### src/bfmd_pkg.sv
// shared constants and types of the decaying bloom filter
package bfmd_pkg;

    localparam int MAX_SLOTS_DEF  = 4096;
    localparam int MAX_HASHES_DEF = 4;
    localparam int SEED_REGS      = 4;

    // murmur3 constants
    localparam logic [31:0] MM_C1 = 32'hcc9e2d51;
    localparam logic [31:0] MM_C2 = 32'h1b873593;
    localparam logic [31:0] MM_E  = 32'he6546b64;
    localparam logic [31:0] MM_F1 = 32'h85ebca6b;
    localparam logic [31:0] MM_F2 = 32'hc2b2ae35;

    // action codes
    localparam logic [1:0] ACT_INSERT = 2'd0;
    localparam logic [1:0] ACT_QUERY  = 2'd1;
    localparam logic [1:0] ACT_CLEAR  = 2'd2;

    // register indexes
    localparam logic [2:0] REG_SLOTS  = 3'd0;
    localparam logic [2:0] REG_HASHES = 3'd1;
    localparam logic [2:0] REG_SEED0  = 3'd2;
    localparam logic [2:0] REG_SEED1  = 3'd3;
    localparam logic [2:0] REG_SEED2  = 3'd4;
    localparam logic [2:0] REG_SEED3  = 3'd5;

    localparam logic [7:0] LEVEL_FULL = 8'd255;

    // top level sequencer
    typedef enum logic [2:0] {
        S_CLR,
        S_IDLE,
        S_HASH,
        S_QCHK,
        S_DRD,
        S_DWR,
        S_RESP
    } t_state;

    // hash unit sequencer
    typedef enum logic [3:0] {
        H_IDLE,
        H_LO1,
        H_LO2,
        H_MIXLO,
        H_HI2,
        H_MIXHI,
        H_FM1,
        H_FM2,
        H_FM3,
        H_DIV,
        H_DONE
    } t_hstate;

endpackage

### src/bfmd_hash.sv
// murmur3 hash of one key with one seed on a shared multiplier, then bit-serial modulo
module bfmd_hash #(
    parameter int MAX_SLOTS = bfmd_pkg::MAX_SLOTS_DEF,
    localparam int SW = $clog2(MAX_SLOTS),
    localparam int MW = $clog2(MAX_SLOTS + 1)
) (
    input  logic          i_clk,
    input  logic          i_rst_n,
    input  logic          i_start,
    input  logic [31:0]   i_seed,
    input  logic [31:0]   i_lo,
    input  logic [31:0]   i_hi,
    input  logic [MW-1:0] i_mod,
    output logic          o_done,
    output logic [SW-1:0] o_slot
);
    import bfmd_pkg::*;

    t_hstate       r_state, n_state;
    logic [31:0]   r_h, n_h;
    logic [31:0]   r_b, n_b;
    logic [MW-1:0] r_rem, n_rem;
    logic [4:0]    r_cnt, n_cnt;

    logic [31:0] mul_a, mul_b, prod;
    logic [31:0] rot15b, mix_x, mix_r, mix_v, fm_y, fm_v;
    logic [MW:0] trial, modx;

    // shared multiplier, low word only
    assign prod = mul_a * mul_b;

    // block rotate and state mix
    assign rot15b = {r_b[16:0], r_b[31:17]};
    assign mix_x  = r_h ^ r_b;
    assign mix_r  = {mix_x[18:0], mix_x[31:19]};
    assign mix_v  = (mix_r << 2) + mix_r + MM_E;
    assign fm_y   = r_h ^ 32'd8;
    assign fm_v   = fm_y ^ (fm_y >> 16);

    // one restoring division step
    assign trial = {r_rem, r_h[31]};
    assign modx  = {1'b0, i_mod};

    assign o_done = (r_state == H_DONE);
    assign o_slot = r_rem[SW-1:0];

    // state register
    always_ff @(posedge i_clk) begin
        if (!i_rst_n) begin
            r_state <= H_IDLE;
        end else begin
            r_state <= n_state;
        end
    end

    // datapath registers
    always_ff @(posedge i_clk) begin
        r_h   <= n_h;
        r_b   <= n_b;
        r_rem <= n_rem;
        r_cnt <= n_cnt;
    end

    // sequencer and datapath control
    always_comb begin
        n_state = r_state;
        n_h     = r_h;
        n_b     = r_b;
        n_rem   = r_rem;
        n_cnt   = r_cnt;
        mul_a   = 32'd0;
        mul_b   = 32'd0;
        case (r_state)
            H_IDLE: begin
                if (i_start) begin
                    n_h     = i_seed;
                    n_state = H_LO1;
                end
            end
            H_LO1: begin
                mul_a   = i_lo;
                mul_b   = MM_C1;
                n_b     = prod;
                n_state = H_LO2;
            end
            H_LO2: begin
                mul_a   = rot15b;
                mul_b   = MM_C2;
                n_b     = prod;
                n_state = H_MIXLO;
            end
            H_MIXLO: begin
                n_h     = mix_v;
                mul_a   = i_hi;
                mul_b   = MM_C1;
                n_b     = prod;
                n_state = H_HI2;
            end
            H_HI2: begin
                mul_a   = rot15b;
                mul_b   = MM_C2;
                n_b     = prod;
                n_state = H_MIXHI;
            end
            H_MIXHI: begin
                n_h     = mix_v;
                n_state = H_FM1;
            end
            H_FM1: begin
                mul_a   = fm_v;
                mul_b   = MM_F1;
                n_h     = prod;
                n_state = H_FM2;
            end
            H_FM2: begin
                mul_a   = r_h ^ (r_h >> 13);
                mul_b   = MM_F2;
                n_h     = prod;
                n_state = H_FM3;
            end
            H_FM3: begin
                n_h     = r_h ^ (r_h >> 16);
                n_rem   = '0;
                n_cnt   = 5'd0;
                n_state = H_DIV;
            end
            H_DIV: begin
                if (trial >= modx) begin
                    n_rem = MW'(trial - modx);
                end else begin
                    n_rem = trial[MW-1:0];
                end
                n_h   = r_h << 1;
                n_cnt = r_cnt + 5'd1;
                if (r_cnt == 5'd31) begin
                    n_state = H_DONE;
                end
            end
            H_DONE: begin
                n_state = H_IDLE;
            end
            default: begin
                n_state = H_IDLE;
            end
        endcase
    end

endmodule

### config.mk
export PLATFORM = sky130hd
export DESIGN_NAME = bfmd_hash
export DESIGN_NICKNAME = d
export VERILOG_FILES = /design/src/bfmd_pkg.sv /design/src/bfmd_hash.sv
export SDC_FILE = /design/constraint.sdc
export NUM_CORES = 1
export LEC_CHECK = 0
export ABC_CLOCK_PERIOD_IN_PS = 9800
export BUFFER_PORTS_ARGS = -buffer_cell sky130_fd_sc_hd__buf_2
export CORE_UTILIZATION = 45
export CTS_CLUSTER_SIZE = 20
export DETAILED_ROUTE_END_ITERATION = 10
export PLACE_DENSITY = 0.6
export SLEW_MARGIN = 20
export SYNTH_ARGS = -nofsm -noshare
export SYNTH_HDL_FRONTEND = slang
export SYNTH_SLANG_ARGS = --single-unit
### constraint.sdc
create_clock -name i_clk -period 9.8 [get_ports i_clk]
set_clock_uncertainty 0.15 [all_clocks]
set_input_delay 0.49 -clock i_clk [delete_from_list [all_inputs] [get_ports i_clk]]
set_output_delay 0.49 -clock i_clk [all_outputs]
set_load 0.02 [all_outputs]
==> metrics <==
part of the cycle the worst path needs=0.971; Bufs and invs on worst path=5; leakage=roughly 12 nW; Min-Delay Path Class=input pin to flip-flop; Reg-to-Reg Start=r_state[0]; Worst Reg-to-Reg Cells=30; CP top delay family=adder cells; sequential element share of the synthesized area=0.113; site row count=a little over 80; vias post-DR=~18,000; Worst Setup EP=r_h[29]; fillers=4,884; Setup TNS=0 ns; peak supply drop=0.440 mV; most common cell after layout, fill and taps aside=inv_1; WL/cell=approximately 28 um; Max-Cap Viols=0; Iter 0 DRT Violations=1,861; crit start category=flip-flop; fin nets=3,264; initial antenna violation count=2; clock-pin slew on the worst setup and hold paths=0.08 ns; synthesized area=approximately 23,000 um^2; status=completed; count of pins over their slew limit=0; Hold Path Depth=2; DPL Wire Length=between 70,000 and 80,000 um; Arr. time, crit path=between 9 and 10 ns; Worst path slowest cell=fa_1; global route overflow=0; Crit Path Max Fanout=20; CTS Sinks=86; number of cells on the critical path=30; first-pass GRT wire length=around 130,000 um; Critical Path Start=r_state[0]; cell chosen for the clock root=clkbuf_16; Async SR Flop Fraction=0; DR vias/cell=about 5.6; Reg-to-Reg End=r_h[29]; Synth Register Bits=86; gr usage total=0.366; Crit Path Category=flip-flop to flip-flop; Worst slew margin=0.288; number of synthesized flops with an enable pin=82; Initial Util=0.458; Worst EP required=9.77 ns; buffers added on ports=between 100 and 150; drt drc=0; DIE AREA=~51,000 um^2; endpoint class of the critical path=flip-flop; die height=around 230 um; R2R Setup Slk=between 0.2 and 0.3 ns; most frequent cells in the layout=inv_1, fa_1, ha_1; post-synth top area cell=fa_1; cell mode on critical path=fa_1; Fmax=roughly 110 MHz; placed cell count=around 3,200; Synth top area share=0.355; routed wire length=90,000 um; post-CTS sizing=0; cts hold-fix bufs=0; post-CTS setup buffer count=0; Top FF cell, synth=edfxtp_1; vias in the first global route=between 15,000 and 20,000; RSZ-0062 raised after global routing=false; final setup fails=0; clock insertion delay at the later pin of the skew report=around 0.37 ns; syn_area_per_cell=roughly 9.2 um^2; Layout area overhead=8.32%; yosys warns=0; H-tree lvl count=3; Die Wd=~230 um; fin crit period=approximately 9.5 ns; fin cells=roughly 3,200; Mapped Cells=2,444; Final Hold Viols=0; Net Count, Synth=around 3,200; Least-Margin Pin Slew=approximately 1.1 ns; share of cells above drive strength 1=0.104; largest net degree at the start of global routing=44; CTS tree=built; global placement routability congestion=about 1; drt first pass iters=7; # IOs=around 130; Detail Route Antenna Nets=0; CORE AREA=just under 50,000 um^2; top post-synthesis cells by area=fa_1, ha_1, edfxtp_1, inv_1, xnor2_1; power per standard cell area=approximately 370 nW/um^2; Max Root-Sink Buffers=2; number of library cell types mapped by synthesis=82; max incr delay on CP=0.56 ns; clock buffers created by TritonCTS=9
## power breakdown
group	total, mW	switching, mW	internal [mW]
Clock	0.387	0.163	0.223
Sequential	0.864	0.178	0.686
Combinational	7.79	4.88	2.91
Total	9.04	5.22	3.82
## Yosys cell counts (all sizes together), types with 41 or more instances
cell type and number:
buf 41, inv 595, clkbuf 64, o21ai 69
edfxtp 82, xnor2 128, nand2 189, fa 401
a21oi 76, ha 201, xor2 62, mux2i 47
nor2 164
## kinds of logic (layout without fill, tap and decap cells)
kind of cell / after synthesis / count (layout) / share of synthesized area
AO/OA/AOI/OAI: 323 / 323 / 0.0995
XOR/XNOR: 194 / 194 / 0.0780
adder cells (fa/ha/maj): 602 / 602 / 0.467
buffers and inverters: 701 / 812 / 0.123
flip-flops: 86 / 86 / 0.113
multiplexers: 55 / 55 / 0.0248
other: 0 / 5 / 0
AND/OR/NAND/NOR: 483 / 483 / 0.0956
## routing by layer
layer  GRT usage  wire length (um)
met5           0                 0
met4       0.189              5800
met3      0.0675              7770
met2       0.570             40100
met1       0.486             36300
## sequential cells by signal, summed over array words and instances (netlist names)
signal,cells
r_b,32
r_cnt,5
r_h,32
r_rem,13
r_state,4
## area by class of cell
cell class	instances	area, um^2	share of cell area
antenna	5	12.5	0.000512
clock buffer	10	229	0.00936
clock inverter	6	85.1	0.00348
inverter	596	2240	0.0915
multi-input combinational	1657	17300	0.707
sequential	86	2540	0.104
tap	664	831	0.0340
timing repair buffer	200	1230	0.0502
## worst min path at each step
stage                    from  slack [ns]    endpoint
finish              i_seed[2]        0.27      r_h[2]
global route          i_rst_n        0.27  r_state[2]
CTS                 i_seed[2]        0.26      r_h[2]
detailed placement   r_cnt[0]        0.45    r_cnt[0]
global placement     r_cnt[0]        0.44    r_cnt[0]
floorplan            r_cnt[0]        0.41    r_cnt[0]
## per-stage QoR
step	hold WS (ns)	util	total power [mW]	instance area, um^2	worst slack (ns)
detailed placement	0.451	0.490	8.42	24100	0.181
global route	0.272	0.496	9.68	24400	0.000441
global placement	0.440	0.490	8.36	24100	0.186
CTS	0.263	0.496	8.88	24400	0.127
floorplan	0.411	-	5.75	22600	0.568
finish	0.271	0.497	9.04	24500	0.287
Power figures use the tool's default switching activity.
